<file path="src/hw/rtl/twpc_pkg.sv">
package twpc_pkg;

  // neighbours per window, in circular order from north, clockwise
  localparam int NBR_COUNT = 8;

  localparam int THRESH_W   = 32;
  localparam int CLASS_W    = 5;
  localparam int OUT_TDATA_W = 8;

  localparam logic signed [THRESH_W-1:0] THRESH_RESET = 32'sd256;

  // class codes
  localparam logic signed [CLASS_W-1:0] CLASS_NONE    = 5'sd0;
  localparam logic signed [CLASS_W-1:0] CLASS_PEAK    = 5'sd9;
  localparam logic signed [CLASS_W-1:0] CLASS_PIT     = -5'sd9;
  localparam logic signed [CLASS_W-1:0] CLASS_PASS    = 5'sd1;
  localparam logic signed [CLASS_W-1:0] CLASS_CONVEX  = 5'sd2;
  localparam logic signed [CLASS_W-1:0] CLASS_CONCAVE = -5'sd2;
  localparam logic signed [CLASS_W-1:0] CLASS_RIDGE   = 5'sd7;
  localparam logic signed [CLASS_W-1:0] CLASS_CHANNEL = -5'sd7;

  localparam int COUNT_W = 4;

  // sign-change counts and break run length that select a class
  localparam logic [COUNT_W-1:0] SIGN_CHANGES_PASS = 4'd4;
  localparam logic [COUNT_W-1:0] SIGN_CHANGES_LINE = 4'd2;
  localparam logic [COUNT_W-1:0] RUN_LEN_BREAK     = 4'd4;

  // shape of the window as seen by the classifier
  typedef struct packed {
    logic               missing;
    logic [COUNT_W-1:0] sign_changes;
    logic [COUNT_W-1:0] run_len;
  } twpc_shape_t;

endpackage

</file>
<file path="src/hw/rtl/twpc_stats_stage.sv">
module twpc_stats_stage #(
  parameter int HEIGHT_BITS = 32
) (
  input  logic                                             clk,
  input  logic                                             en,
  input  logic [HEIGHT_BITS-1:0]                           centre,
  input  logic                                             centre_missing,
  input  logic [twpc_pkg::NBR_COUNT-1:0][HEIGHT_BITS-1:0]  nbr,
  input  logic [twpc_pkg::NBR_COUNT-1:0]                   inside_mask,
  output logic [HEIGHT_BITS+2:0]                           dplus_r,
  output logic [HEIGHT_BITS+2:0]                           dminus_r,
  output twpc_pkg::twpc_shape_t                            shape_r
);
  import twpc_pkg::*;

  localparam int DW = HEIGHT_BITS + 1;

  logic [NBR_COUNT-1:0][DW-1:0]          diff;
  logic [NBR_COUNT-1:0]                  gt;
  logic [NBR_COUNT-1:0]                  lt;
  logic [NBR_COUNT-1:0][HEIGHT_BITS-1:0] rise;
  logic [NBR_COUNT-1:0][HEIGHT_BITS-1:0] fall;

  logic [3:0][HEIGHT_BITS:0]   rise_l1;
  logic [3:0][HEIGHT_BITS:0]   fall_l1;
  logic [1:0][HEIGHT_BITS+1:0] rise_l2;
  logic [1:0][HEIGHT_BITS+1:0] fall_l2;
  logic [HEIGHT_BITS+2:0]      dplus_nxt;
  logic [HEIGHT_BITS+2:0]      dminus_nxt;
  twpc_shape_t                 shape_nxt;

  // differences against the centre, off-grid neighbours read as the centre
  always_comb begin
    logic [HEIGHT_BITS-1:0] alt;
    logic [DW-1:0]          neg;
    for (int k = 0; k < NBR_COUNT; k++) begin
      alt     = inside_mask[k] ? nbr[k] : centre;
      diff[k] = {alt[HEIGHT_BITS-1], alt} - {centre[HEIGHT_BITS-1], centre};
      neg     = '0 - diff[k];
      lt[k]   = diff[k][DW-1];
      gt[k]   = ~diff[k][DW-1] & (|diff[k][DW-2:0]);
      rise[k] = gt[k] ? diff[k][HEIGHT_BITS-1:0] : '0;
      fall[k] = lt[k] ? neg[HEIGHT_BITS-1:0] : '0;
    end
  end

  // adder trees for rises and falls
  always_comb begin
    for (int j = 0; j < 4; j++) begin
      rise_l1[j] = {1'b0, rise[2*j]} + {1'b0, rise[2*j+1]};
      fall_l1[j] = {1'b0, fall[2*j]} + {1'b0, fall[2*j+1]};
    end
    for (int j = 0; j < 2; j++) begin
      rise_l2[j] = {1'b0, rise_l1[2*j]} + {1'b0, rise_l1[2*j+1]};
      fall_l2[j] = {1'b0, fall_l1[2*j]} + {1'b0, fall_l1[2*j+1]};
    end
    dplus_nxt  = {1'b0, rise_l2[0]} + {1'b0, rise_l2[1]};
    dminus_nxt = {1'b0, fall_l2[0]} + {1'b0, fall_l2[1]};
  end

  // circular sign changes and the run after the first run
  always_comb begin
    logic               above;
    logic               hi7;
    logic               skipping;
    logic               counting;
    logic [COUNT_W-1:0] changes;
    logic [COUNT_W-1:0] run;
    above    = gt[NBR_COUNT-1];
    hi7      = gt[NBR_COUNT-1];
    changes  = '0;
    skipping = 1'b1;
    counting = 1'b0;
    run      = '0;
    for (int k = 0; k < NBR_COUNT; k++) begin
      if (gt[k] && !above) begin
        changes = changes + 4'd1;
        above   = 1'b1;
      end else if (lt[k] && above) begin
        changes = changes + 4'd1;
        above   = 1'b0;
      end
      if (skipping) begin
        if (!(hi7 ? gt[k] : lt[k])) begin
          skipping = 1'b0;
          counting = 1'b1;
          run      = 4'd1;
        end
      end else if (counting) begin
        if (hi7 ? lt[k] : gt[k]) begin
          run = run + 4'd1;
        end else begin
          counting = 1'b0;
        end
      end
    end
    shape_nxt.missing      = centre_missing;
    shape_nxt.sign_changes = changes;
    shape_nxt.run_len      = run;
  end

  always_ff @(posedge clk) begin
    if (en) begin
      dplus_r  <= dplus_nxt;
      dminus_r <= dminus_nxt;
      shape_r  <= shape_nxt;
    end
  end

endmodule

</file>
<file path="src/hw/rtl/twpc_classify_stage.sv">
module twpc_classify_stage #(
  parameter int HEIGHT_BITS = 32
) (
  input  logic                                      clk,
  input  logic                                      en,
  input  logic [HEIGHT_BITS+2:0]                    dplus,
  input  logic [HEIGHT_BITS+2:0]                    dminus,
  input  twpc_pkg::twpc_shape_t                     shape,
  input  logic signed [twpc_pkg::THRESH_W-1:0]      threshold,
  output logic signed [twpc_pkg::CLASS_W-1:0]       class_r,
  output logic                                      missing_r
);
  import twpc_pkg::*;

  localparam int CW = (HEIGHT_BITS + 4 > THRESH_W) ? HEIGHT_BITS + 4 : THRESH_W;

  logic signed [CW-1:0]      dplus_x;
  logic signed [CW-1:0]      dminus_x;
  logic signed [CW-1:0]      thr_x;
  logic signed [CW-1:0]      fall_excess;
  logic signed [CW-1:0]      rise_excess;
  logic signed [CLASS_W-1:0] class_nxt;

  assign dplus_x     = signed'(CW'(dplus));
  assign dminus_x    = signed'(CW'(dminus));
  assign thr_x       = CW'(threshold);
  assign fall_excess = dminus_x - dplus_x;
  assign rise_excess = dplus_x - dminus_x;

  always_comb begin
    class_nxt = CLASS_NONE;
    if (shape.missing) begin
      class_nxt = CLASS_NONE;
    end else if (dplus == '0) begin
      class_nxt = CLASS_PEAK;
    end else if (dminus == '0) begin
      class_nxt = CLASS_PIT;
    end else if (shape.sign_changes == SIGN_CHANGES_PASS) begin
      class_nxt = CLASS_PASS;
    end else if (shape.sign_changes == SIGN_CHANGES_LINE) begin
      if (shape.run_len == RUN_LEN_BREAK) begin
        if (fall_excess > thr_x) begin
          class_nxt = CLASS_CONVEX;
        end else if (rise_excess > thr_x) begin
          class_nxt = CLASS_CONCAVE;
        end else begin
          class_nxt = CLASS_NONE;
        end
      end else begin
        class_nxt = (fall_excess > 0) ? CLASS_RIDGE : CLASS_CHANNEL;
      end
    end
  end

  always_ff @(posedge clk) begin
    if (en) begin
      class_r   <= class_nxt;
      missing_r <= shape.missing;
    end
  end

endmodule

</file>
<file path="src/hw/rtl/terrain_window_point_classifier_top.sv">
// terrain window point classifier
//
// in channel: one 3x3 elevation window per word. in_tdata carries the centre
// height, the eight neighbour heights (north first, clockwise) and the
// inside-grid mask; in_tuser flags a no-data centre.
// out channel: one class per window, in input order. out_tdata holds the
// signed class code, out_tuser flags a no-data result.
// cfg port: one write-only register, the break threshold; the user writes it by
// cfg_wr_en / cfg_wr_data only while the block is idle, the block does not check.
//
// three register stages: input register, window statistics (differences,
// rise/fall adder trees, sign changes, run length) and the result register.
// an accepted word moves through the input, statistics and result registers in turn.
// one word per cycle is sustained while out_tready is high; the rate is set by the
// single pass through the statistics and classification logic, each stage fully
// registered. when out_tready is low the stages fill up behind the result register
// and in_tready drops only once all three hold a word; nothing is lost or repeated.
// reset empties all stages and loads the threshold with its default of 256
module terrain_window_point_classifier_top #(
  parameter int HEIGHT_BITS = 32,
  localparam int IN_FIELD_W = (twpc_pkg::NBR_COUNT + 1) * HEIGHT_BITS + twpc_pkg::NBR_COUNT,
  localparam int IN_TDATA_W = ((IN_FIELD_W + 7) / 8) * 8
) (
  input  logic                                   clk,
  input  logic                                   rst_n,
  // in channel
  input  logic                                   in_tvalid,
  output logic                                   in_tready,
  // centre_height, height_dir0 .. height_dir7, inside_mask, zero pad
  input  logic [IN_TDATA_W-1:0]                  in_tdata,
  // centre_missing
  input  logic                                   in_tuser,
  // out channel
  output logic                                   out_tvalid,
  input  logic                                   out_tready,
  // point_class, zero pad
  output logic [twpc_pkg::OUT_TDATA_W-1:0]       out_tdata,
  // result_missing
  output logic                                   out_tuser,
  // configuration
  input  logic                                   cfg_wr_en,
  input  logic [twpc_pkg::THRESH_W-1:0]          cfg_wr_data
);
  import twpc_pkg::*;

  // handshake and stage occupancy
  logic v0_r, v0_nxt;
  logic v1_r, v1_nxt;
  logic v2_r, v2_nxt;
  logic ready0, ready1, ready2;

  // break threshold register
  logic signed [THRESH_W-1:0] thr_r;

  // input register payload
  logic [HEIGHT_BITS-1:0]                  centre_r;
  logic                                    cmiss_r;
  logic [NBR_COUNT-1:0][HEIGHT_BITS-1:0]   nbr_r;
  logic [NBR_COUNT-1:0]                    mask_r;

  logic [HEIGHT_BITS-1:0]                  in_centre;
  logic [NBR_COUNT-1:0][HEIGHT_BITS-1:0]   in_nbr;
  logic [NBR_COUNT-1:0]                    in_mask;

  // statistics stage
  logic [HEIGHT_BITS+2:0] dplus_r;
  logic [HEIGHT_BITS+2:0] dminus_r;
  twpc_shape_t            shape_r;

  // result register
  logic signed [CLASS_W-1:0] class_r;
  logic                      res_missing_r;

  // unpack the in word, first field in the lowest bits
  assign in_centre = in_tdata[HEIGHT_BITS-1:0];
  always_comb begin
    for (int k = 0; k < NBR_COUNT; k++) begin
      in_nbr[k] = in_tdata[(k + 1) * HEIGHT_BITS +: HEIGHT_BITS];
    end
  end
  assign in_mask = in_tdata[(NBR_COUNT + 1) * HEIGHT_BITS +: NBR_COUNT];

  // a stage may load when it is empty or the one after it moves on
  assign ready2    = !v2_r || out_tready;
  assign ready1    = !v1_r || ready2;
  assign ready0    = !v0_r || ready1;
  assign in_tready = ready0;

  assign v0_nxt = ready0 ? in_tvalid : v0_r;
  assign v1_nxt = ready1 ? v0_r : v1_r;
  assign v2_nxt = ready2 ? v1_r : v2_r;

  always_ff @(posedge clk) begin
    if (!rst_n) begin
      v0_r  <= 1'b0;
      v1_r  <= 1'b0;
      v2_r  <= 1'b0;
      thr_r <= THRESH_RESET;
    end else begin
      v0_r <= v0_nxt;
      v1_r <= v1_nxt;
      v2_r <= v2_nxt;
      if (cfg_wr_en) begin
        thr_r <= signed'(cfg_wr_data);
      end
    end
  end

  // input register, payload only
  always_ff @(posedge clk) begin
    if (ready0 && in_tvalid) begin
      centre_r <= in_centre;
      cmiss_r  <= in_tuser;
      nbr_r    <= in_nbr;
      mask_r   <= in_mask;
    end
  end

  twpc_stats_stage #(
    .HEIGHT_BITS (HEIGHT_BITS)
  ) u_stats (
    .clk            (clk),
    .en             (ready1),
    .centre         (centre_r),
    .centre_missing (cmiss_r),
    .nbr            (nbr_r),
    .inside_mask    (mask_r),
    .dplus_r        (dplus_r),
    .dminus_r       (dminus_r),
    .shape_r        (shape_r)
  );

  twpc_classify_stage #(
    .HEIGHT_BITS (HEIGHT_BITS)
  ) u_classify (
    .clk       (clk),
    .en        (ready2),
    .dplus     (dplus_r),
    .dminus    (dminus_r),
    .shape     (shape_r),
    .threshold (thr_r),
    .class_r   (class_r),
    .missing_r (res_missing_r)
  );

  assign out_tvalid = v2_r;
  assign out_tdata  = {{(OUT_TDATA_W - CLASS_W){1'b0}}, class_r};
  assign out_tuser  = res_missing_r;

  // a no-data result always carries the empty class
  assert property (@(posedge clk) disable iff (!rst_n)
    out_tvalid && out_tuser |-> class_r == CLASS_NONE)
    else $error("no-data result with a class");

  // every delivered class is one of the defined codes
  assert property (@(posedge clk) disable iff (!rst_n)
    out_tvalid |-> (class_r == CLASS_NONE || class_r == CLASS_PEAK ||
                    class_r == CLASS_PIT || class_r == CLASS_PASS ||
                    class_r == CLASS_CONVEX || class_r == CLASS_CONCAVE ||
                    class_r == CLASS_RIDGE || class_r == CLASS_CHANNEL))
    else $error("undefined class code");

  // back-pressure reaches the in channel only with every stage full
  assert property (@(posedge clk) disable iff (!rst_n)
    !in_tready |-> v0_r && v1_r && v2_r && !out_tready)
    else $error("in channel stalled with a free stage");

  // pipeline is empty straight after reset
  assert property (@(posedge clk) disable iff (!rst_n)
    $past(!rst_n) |-> !v0_r && !v1_r && !v2_r)
    else $error("stage occupied after reset");

  // a held result moves on only when it is taken
  assert property (@(posedge clk) disable iff (!rst_n)
    v1_r && v2_r && !out_tready |=> v1_r && v2_r)
    else $error("word dropped under back-pressure");

endmodule
</file>
<file path="config.mk">
export PLATFORM = sky130hd
export DESIGN_NAME = terrain_window_point_classifier_top
export DESIGN_NICKNAME = d
export VERILOG_FILES = /design/src/hw/rtl/twpc_pkg.sv /design/src/hw/rtl/twpc_stats_stage.sv /design/src/hw/rtl/twpc_classify_stage.sv /design/src/hw/rtl/terrain_window_point_classifier_top.sv
export SDC_FILE = /design/constraint.sdc
export NUM_CORES = 2
export LEC_CHECK = 0
export ABC_AREA = 1
export CORE_ASPECT_RATIO = 1.4
export CORE_MARGIN = 5
export CORE_UTILIZATION = 30
export CTS_CLUSTER_SIZE = 40
export DETAILED_ROUTE_END_ITERATION = 12
export DONT_BUFFER_PORTS = 1
export PLACE_DENSITY = 0.43
export SLEW_MARGIN = 5
export SYNTH_ARGS = -nofsm -noshare
export SYNTH_HDL_FRONTEND = slang
export SYNTH_SLANG_ARGS = --single-unit
</file>
<file path="constraint.sdc">
create_clock -name clk -period 10.6 [get_ports clk]
set_input_delay 1.06 -clock clk [delete_from_list [all_inputs] [get_ports clk]]
set_output_delay 1.06 -clock clk [all_outputs]
set_load 0.02 [all_outputs]
</file>
-- Word level (Yosys, flattened, before mapping)
Index checks and enable logic that the tools add are counted.
- bits in registers: 417
- input bits: 334
- output and inout bits: 11
- logic and storage cells: 275
- $add $sub $neg: 46
- $lt $le $gt $ge: 3
- equality and inequality tests: 3
- multiplexer cells: 142
- bitwise operators: 16
- reductions and logical operators: 42
- operators by type and width (cell ; count):
    32-bit 2-to-1 mux ; 24
    32-bit by 32-bit adder with 33-bit output ; 8
    32-bit by 32-bit subtractor with 33-bit output ; 8
    32-bit OR reduction ; 8
    1-bit by 32-bit subtractor with 32-bit output, first input constant ; 8
    4-bit 2-to-1 mux ; 42
    33-bit by 33-bit adder with 34-bit output ; 4
    36-bit by 32-bit greater-than comparator with 1-bit output ; 2
    35-bit by 35-bit subtractor with 36-bit output ; 2
    34-bit by 34-bit adder with 35-bit output ; 2
    35-bit zero test ; 2
    1-bit 2-to-1 mux ; 69
    4-bit by 1-bit adder with 4-bit output, second input constant ; 13
    36-bit by 1-bit greater-than comparator with 1-bit output, second input constant ; 1
    5-bit 2-to-1 mux ; 7
    1-bit logical AND ; 17
    1-bit zero test ; 11
    1-bit AND ; 8
    4-bit by 3-bit equality test with 1-bit output, second input constant ; 2
    1-bit NOT ; 8
    4-bit by 2-bit equality test with 1-bit output, second input constant ; 1
    1-bit logical OR ; 3
    1-bit by 1-bit adder with 2-bit output, second input constant ; 1
    2-bit OR reduction ; 1

-- Depth between registers and ports, before layout
- word-level depth: 33
- depth in mapped cells: 56

-- Cells and area by module
A second synthesis with hierarchy kept.
- cells, all modules: 8927
- area, all modules: 60488.0 um^2
- by module, submodules not included (module ; instances ; cells an instance ; area an instance (um^2) ; seq. area each (um^2)):
    twpc_stats_stage ; 1 ; 7173 ; 43030.0 ; 2372.3
    terrain_window_point_classifier_top ; 1 ; 455 ; 10177.3 ; 9619.2
    twpc_classify_stage ; 1 ; 1299 ; 7280.7 ; 180.2

-- Worst setup path before layout
OpenSTA, ideal clock, no wires.
- kind: register to register
- start point: register centre_r[1]
- end point: register u_stats.dminus_r[32], data pin
- setup time: 0.262 ns
- arrival: 8.510 ns
- required time: 10.338 ns
- setup slack: 1.828 ns
- cell stages (with the launch flop): 50
- path buffers: 1
- clock period less this slack: 8.772 ns
- cell sequence: edfxtp_1 > inv_1 > o21ai_0 > fa_1 > nand2_1 > o21ai_0 > nand3_1 > nand2_1 > nand3_1 > nand3_1 > nand2_1 > o211ai_1 > inv_1 > nor4_1 > nor3_1 > xor2_1 > inv_1 > clkbuf_1 > [14 not listed] > a21oi_1 > o21ai_0 > a21oi_1 > o21bai_1 > a21oi_1 > o21ai_0 > nand2_1 > nand2_1 > a21oi_1 > inv_1 > a21oi_1 > o21ai_0 > nand2_1 > nand2_1 > nand2_1 > nand2_1 > a21oi_1 > xor2_1
- longest elaborated chain between the ends: 7
- RTL lines (what ; line ; source):
    start: declaration ; terrain_window_point_classifier_top.sv:56 ; logic [HEIGHT_BITS-1:0] centre_r;
    start signal: assignment ; terrain_window_point_classifier_top.sv:112 ; centre_r <= in_centre;
    32-bit 2-to-1 mux ; twpc_stats_stage.sv:37 ; alt = inside_mask[k] ? nbr[k] : centre;
    32-bit by 32-bit subtractor with 33-bit output ; twpc_stats_stage.sv:38 ; diff[k] = {alt[HEIGHT_BITS-1], alt} - {centre[HEIGHT_BITS-1], centre};
    1-bit by 32-bit subtractor with 32-bit output ; twpc_stats_stage.sv:39 ; neg = '0 - diff[k];
    32-bit 2-to-1 mux ; twpc_stats_stage.sv:43 ; fall[k] = lt[k] ? neg[HEIGHT_BITS-1:0] : '0;
    32-bit by 32-bit adder with 33-bit output ; twpc_stats_stage.sv:51 ; fall_l1[j] = {1'b0, fall[2*j]} + {1'b0, fall[2*j+1]};
    33-bit by 33-bit adder with 34-bit output ; twpc_stats_stage.sv:55 ; fall_l2[j] = {1'b0, fall_l1[2*j]} + {1'b0, fall_l1[2*j+1]};
    34-bit by 34-bit adder with 35-bit output (*) ; twpc_stats_stage.sv:58 ; dminus_nxt = {1'b0, fall_l2[0]} + {1'b0, fall_l2[1]};
    via u_stats.dminus_nxt[32] ; twpc_stats_stage.sv:29 ; logic [HEIGHT_BITS+2:0] dminus_nxt;
    end signal: assignment ; twpc_stats_stage.sv:105 ; dminus_r <= dminus_nxt;
    end: declaration ; twpc_stats_stage.sv:11 ; output logic [HEIGHT_BITS+2:0] dminus_r,
The timed path passes the listed nets; every way through them passes the cells marked *.
A chain may end at the register's enable or synchronous reset.

-- Final worst setup path
- start point: register mask_r[5]
- end point: register u_stats.dplus_r[33], data pin
- longest elaborated chain between the ends: 8
- RTL lines (what ; line ; source):
    start: declaration ; terrain_window_point_classifier_top.sv:59 ; logic [NBR_COUNT-1:0] mask_r;
    start signal: assignment ; terrain_window_point_classifier_top.sv:115 ; mask_r <= in_mask;
    32-bit 2-to-1 mux (*) ; twpc_stats_stage.sv:37 ;
    32-bit by 32-bit subtractor with 33-bit output (*) ; twpc_stats_stage.sv:38 ;
    32-bit OR reduction / 1-bit NOT (equally long branches) ; twpc_stats_stage.sv:41 ; gt[k] = ~diff[k][DW-1] & (|diff[k][DW-2:0]);
    1-bit AND ; twpc_stats_stage.sv:41 ;
    32-bit 2-to-1 mux (*) ; twpc_stats_stage.sv:42 ; rise[k] = gt[k] ? diff[k][HEIGHT_BITS-1:0] : '0;
    32-bit by 32-bit adder with 33-bit output (*) ; twpc_stats_stage.sv:50 ; rise_l1[j] = {1'b0, rise[2*j]} + {1'b0, rise[2*j+1]};
    33-bit by 33-bit adder with 34-bit output (*) ; twpc_stats_stage.sv:54 ; rise_l2[j] = {1'b0, rise_l1[2*j]} + {1'b0, rise_l1[2*j+1]};
    34-bit by 34-bit adder with 35-bit output (*) ; twpc_stats_stage.sv:57 ; dplus_nxt = {1'b0, rise_l2[0]} + {1'b0, rise_l2[1]};
    via u_stats.dplus_nxt[33] ; twpc_stats_stage.sv:28 ; logic [HEIGHT_BITS+2:0] dplus_nxt;
    end signal: assignment ; twpc_stats_stage.sv:104 ; dplus_r <= dplus_nxt;
    end: declaration ; twpc_stats_stage.sv:10 ; output logic [HEIGHT_BITS+2:0] dplus_r,
Marked as above.

==> impl_metrics.prom <==
# TYPE chip_impl_metric gauge
chip_impl_metric{name="final_layout_size_suffix_gt1_share",unit="%"} 4.68
chip_impl_metric{name="final_cell_count_no_fill",unit=""} 11497
chip_impl_metric{name="tightestPinTransition",unit="ns"} 1.17
chip_impl_metric{name="routability_driven_placement_congestion_ratio",unit=""} 1.01
chip_impl_metric{name="synth_cell_type_count",unit=""} 72
chip_impl_metric{name="worst_ep_required",unit="ns"} 11.02
chip_impl_metric{name="routed_via_density",unit=""} 5.01
chip_impl_metric{name="number_of_top_level_design_ports",unit=""} 345
chip_impl_metric{name="worst_slew_margin_rel",unit="%"} 21.9
chip_impl_metric{name="die_w",unit="microns"} 386
chip_impl_info{name="crit_path_end_kind",value="register"} 1
chip_impl_metric{name="period_share",unit="%"} 93.7
chip_impl_metric{name="fin_skew",unit="ns"} 0.0365
chip_impl_metric{name="path_max_fanout",unit=""} 23
chip_impl_metric{name="synth-seq-cells",unit=""} 417
chip_impl_metric{name="grt_first_pass_wirelength",unit="microns"} 400000
chip_impl_metric{name="synth_enable_flop_cells",unit=""} 382
chip_impl_metric{name="design.final.nets",unit=""} 10044
chip_impl_metric{name="avgRoutedWirePerCell",unit="microns"} 24.9
chip_impl_metric{name="multiInputGateArea",unit="sq um"} 40400
chip_impl_metric{name="report.final.hold_viol_count",unit=""} 0
chip_impl_metric{name="wirelength",unit="microns"} 286000
chip_impl_metric{name="starting_density",unit="%"} 30.1
chip_impl_metric{name="num-fill-cells",unit=""} 21690
chip_impl_metric{name="synth.avg_cell_area",unit="sq um"} 6.80
chip_impl_info{name="kind_of_start_point_of_the_critical_path",value="register"} 1
chip_impl_info{name="cell_mode_on_critical_path",value="sky130_fd_sc_hd__nand2_1"} 1
chip_impl_info{name="netlist_top_cells_area",value="sky130_fd_sc_hd__edfxtp_1 (19%), sky130_fd_sc_hd__nand2_1 (15%), sky130_fd_sc_hd__fa_1 (13%), sky130_fd_sc_hd__ha_1 (10%), sky130_fd_sc_hd__inv_1 (10%)"} 1
chip_impl_metric{name="yosysSeqAreaShare",unit="%"} 20.5
chip_impl_info{name="result_of_the_run",value="completed"} 1
chip_impl_metric{name="postSynthCellCount",unit=""} 8733
chip_impl_metric{name="final-seq-area",unit="sq um"} 12200
chip_impl_metric{name="io_buffers",unit=""} 0
chip_impl_metric{name="row_count",unit=""} 193
chip_impl_info{name="timing_worst_setup_path_type",value="register to register"} 1
chip_impl_metric{name="proportion_of_synthesized_flip_flops_having_asynchronous_set_or_reset",unit="%"} 0
chip_impl_metric{name="worst_setup_hold_path_clk_slew",unit="ns"} 0.07
chip_impl_metric{name="post_layout_minimum_cycle_time",unit="ns"} 9.94
chip_impl_metric{name="first_iter_violations",unit=""} 4287
chip_impl_metric{name="insertion_delay",unit="ns"} 0.69
chip_impl_metric{name="cts-htree-levels",unit=""} 2
chip_impl_info{name="ys_dominant_reg_cell",value="sky130_fd_sc_hd__edfxtp_1"} 1
chip_impl_metric{name="syn2layout_area_growth",unit="%"} 10.3
chip_impl_info{name="critPathSlowestCell",value="sky130_fd_sc_hd__fa_1"} 1
chip_impl_metric{name="critPathArrivalTime",unit="ns"} 10.36
chip_impl_metric{name="grt.overflow.total",unit=""} 0
chip_impl_metric{name="vias_in_the_first_global_route",unit=""} 56999
chip_impl_metric{name="track_usage",unit="%"} 26.9
chip_impl_metric{name="cts-hold-fix-buffers",unit=""} 0
chip_impl_metric{name="synth_largest_type_area_fraction",unit="%"} 19.3
chip_impl_metric{name="first_pass_iters",unit=""} 6
chip_impl_info{name="synth_largest_area_cell",value="sky130_fd_sc_hd__edfxtp_1"} 1
chip_impl_metric{name="die-area",unit="sq um"} 207000
chip_impl_metric{name="layout.core_utilization",unit="%"} 33.2
chip_impl_metric{name="post_synth_instance_area",unit="sq um"} 59400
chip_impl_metric{name="grt_util_met3",unit="%"} 2.20
chip_impl_metric{name="via_count",unit=""} 57643
chip_impl_metric{name="hpwlAfterDp",unit="microns"} 252000
chip_impl_metric{name="clock-sinks",unit=""} 417
chip_impl_metric{name="grt_start_max_net_pins",unit=""} 145
chip_impl_metric{name="yosys_warnings",unit=""} 0
chip_impl_metric{name="critical-path-max-stage-delay",unit="ns"} 0.65
chip_impl_metric{name="maximum_operating_frequency",unit="MHz"} 101
chip_impl_info{name="layout_common_cells",value="sky130_fd_sc_hd__nand2_1 (2377), sky130_fd_sc_hd__inv_1 (1635), sky130_fd_sc_hd__nor2_1 (786), sky130_fd_sc_hd__o21ai_0 (556), sky130_fd_sc_hd__a21oi_1 (501)"} 1
chip_impl_metric{name="final_antenna_net_count",unit=""} 0
chip_impl_metric{name="drcViolationCount",unit=""} 0
chip_impl_info{name="most_common_library_cell_in_the_layout_ignoring_fill_and_taps",value="sky130_fd_sc_hd__nand2_1"} 1
chip_impl_metric{name="cap_violations",unit=""} 0
chip_impl_metric{name="placedCellCount",unit=""} 11400
chip_impl_info{name="clockRootBuffer",value="sky130_fd_sc_hd__clkbuf_16"} 1
chip_impl_metric{name="coreArea",unit="sq um"} 197000
chip_impl_info{name="global_route.peak_usage_layer",value="met2"} 1
chip_impl_metric{name="timing_max_transition_violations_final",unit=""} 0
chip_impl_metric{name="tritoncts.num_buffers",unit=""} 48
chip_impl_metric{name="path_buf_inv",unit=""} 8
chip_impl_metric{name="die_h",unit="microns"} 537
chip_impl_metric{name="ctsLongestPathBuffers",unit=""} 3
chip_impl_info{name="cts_tree",value="yes"} 1
chip_impl_info{name="hold_path_class",value="register to register"} 1
chip_impl_metric{name="number_of_antenna_violations_at_the_first_check_in_global_routing",unit=""} 23
chip_impl_metric{name="globalRouteMet2Util",unit="%"} 47.6
chip_impl_info{name="crit_family",value="adder cells"} 1
chip_impl_metric{name="setup_viol_count_final",unit=""} 0
chip_impl_metric{name="met1_usage",unit="%"} 31.9
## synthesized netlist by cell type, types with 14 or more instances
master and number:
sky130_fd_sc_hd__nand2_1 2377, sky130_fd_sc_hd__nand3b_1 36, sky130_fd_sc_hd__dfxtp_1 35, sky130_fd_sc_hd__a211oi_1 22, sky130_fd_sc_hd__nor4_1 53, sky130_fd_sc_hd__inv_2 26
sky130_fd_sc_hd__a31oi_1 18, sky130_fd_sc_hd__nand3_2 17, sky130_fd_sc_hd__fa_1 392, sky130_fd_sc_hd__nand4_1 106, sky130_fd_sc_hd__ha_1 495, sky130_fd_sc_hd__o21bai_1 24
sky130_fd_sc_hd__nor3_1 101, sky130_fd_sc_hd__nand2_2 28, sky130_fd_sc_hd__nor2_2 20, sky130_fd_sc_hd__o21a_1 15, sky130_fd_sc_hd__nor2_1 786, sky130_fd_sc_hd__a21o_1 32
sky130_fd_sc_hd__or2_2 14, sky130_fd_sc_hd__clkbuf_1 135, sky130_fd_sc_hd__edfxtp_1 382, sky130_fd_sc_hd__a21oi_1 501, sky130_fd_sc_hd__and2_1 15, sky130_fd_sc_hd__xor2_1 166
sky130_fd_sc_hd__xnor2_1 88, sky130_fd_sc_hd__o211ai_1 24, sky130_fd_sc_hd__o21ai_0 558, sky130_fd_sc_hd__nand3_1 477, sky130_fd_sc_hd__inv_1 1642
## layer usage
layer	wire length [microns]	share of wire, %
met5	27	0.0094
met4	20800	7.3
met3	11900	4.1
met2	140000	49
met1	113000	40
## layout make-up
class / instances / area share, %
clock inverters: 39 / 0.786
clock buffers: 51 / 1.85
flip-flops and latches: 417 / 18.6
inverters: 1675 / 9.63
well taps: 2632 / 5.02
multi-input cells: 6495 / 61.6
diodes: 2 / 0.00764
repair buffers: 186 / 2.52
## state kept, by name, summed over array words and instances (netlist names)
register              cells
centre_r                 32
cmiss_r                   1
mask_r                    8
nbr_r                   256
out_tvalid                1
thr_r                    32
u_classify.class_r        5
u_classify.missing_r      1
u_stats.dminus_r         35
u_stats.dplus_r          35
u_stats.shape_r           9
v0_r                      1
v1_r                      1
## worst paths after layout
| path | start | to | slack [ns] | depth (start not counted) |
|---|---|---|---|---|
| setup / recovery | mask_r[5] | u_stats.dplus_r[33] | 0.66 | 45 |
| hold / removal | cmiss_r | u_stats.shape_r[8] | 0.41 | 0 |
| setup reg to reg | mask_r[5] | u_stats.dplus_r[33] | 0.66 | 45 |
| hold reg to reg | cmiss_r | u_stats.shape_r[8] | 0.41 | 0 |
## through the flow
step                setup TNS [ns]  instance area (sq um)  hold slack [ns]  setup slack (ns)
CTS                              0                  65500            0.380             0.452
floorplan                        0                  59400            0.400              1.83
global placement                 0                  63700            0.405             0.641
global route               -0.0118                  65500            0.413           -0.0118
detailed placement               0                  63700            0.407             0.496
finish                           0                  65500            0.410             0.664
## cells by family after synthesis
logic type                 after synthesis  share of synthesized area (%)
xor gates and xnor gates               256                           3.82
other                                    1                        0.00631
buffers and inverters                 1823                           11.6
adders and majority gates              887                           23.6
AOI/OAI and AO/OA                     1277                           11.7
and+or+nand+nor                       4064                           28.6
muxes                                    8                          0.135
DFF                                    417                           20.5
## worst register-to-register path, delay by kind of cell (launching register included)
family          cells  cell delay [ns]
compound gates     12             2.59
xor+xnor            2             0.55
buf+inv             8             1.17
fa+ha+maj           6             2.92
flops               1             0.44
simple gates       17             2.00
## repair_timing
action	CTS	global route
buffers inserted	0	5
resized for setup	0	9
endpoints found under the setup margin	0	12
Power is not shown: default switching activity piles up to over one toggle a cycle in this logic, so the estimate is an artifact.
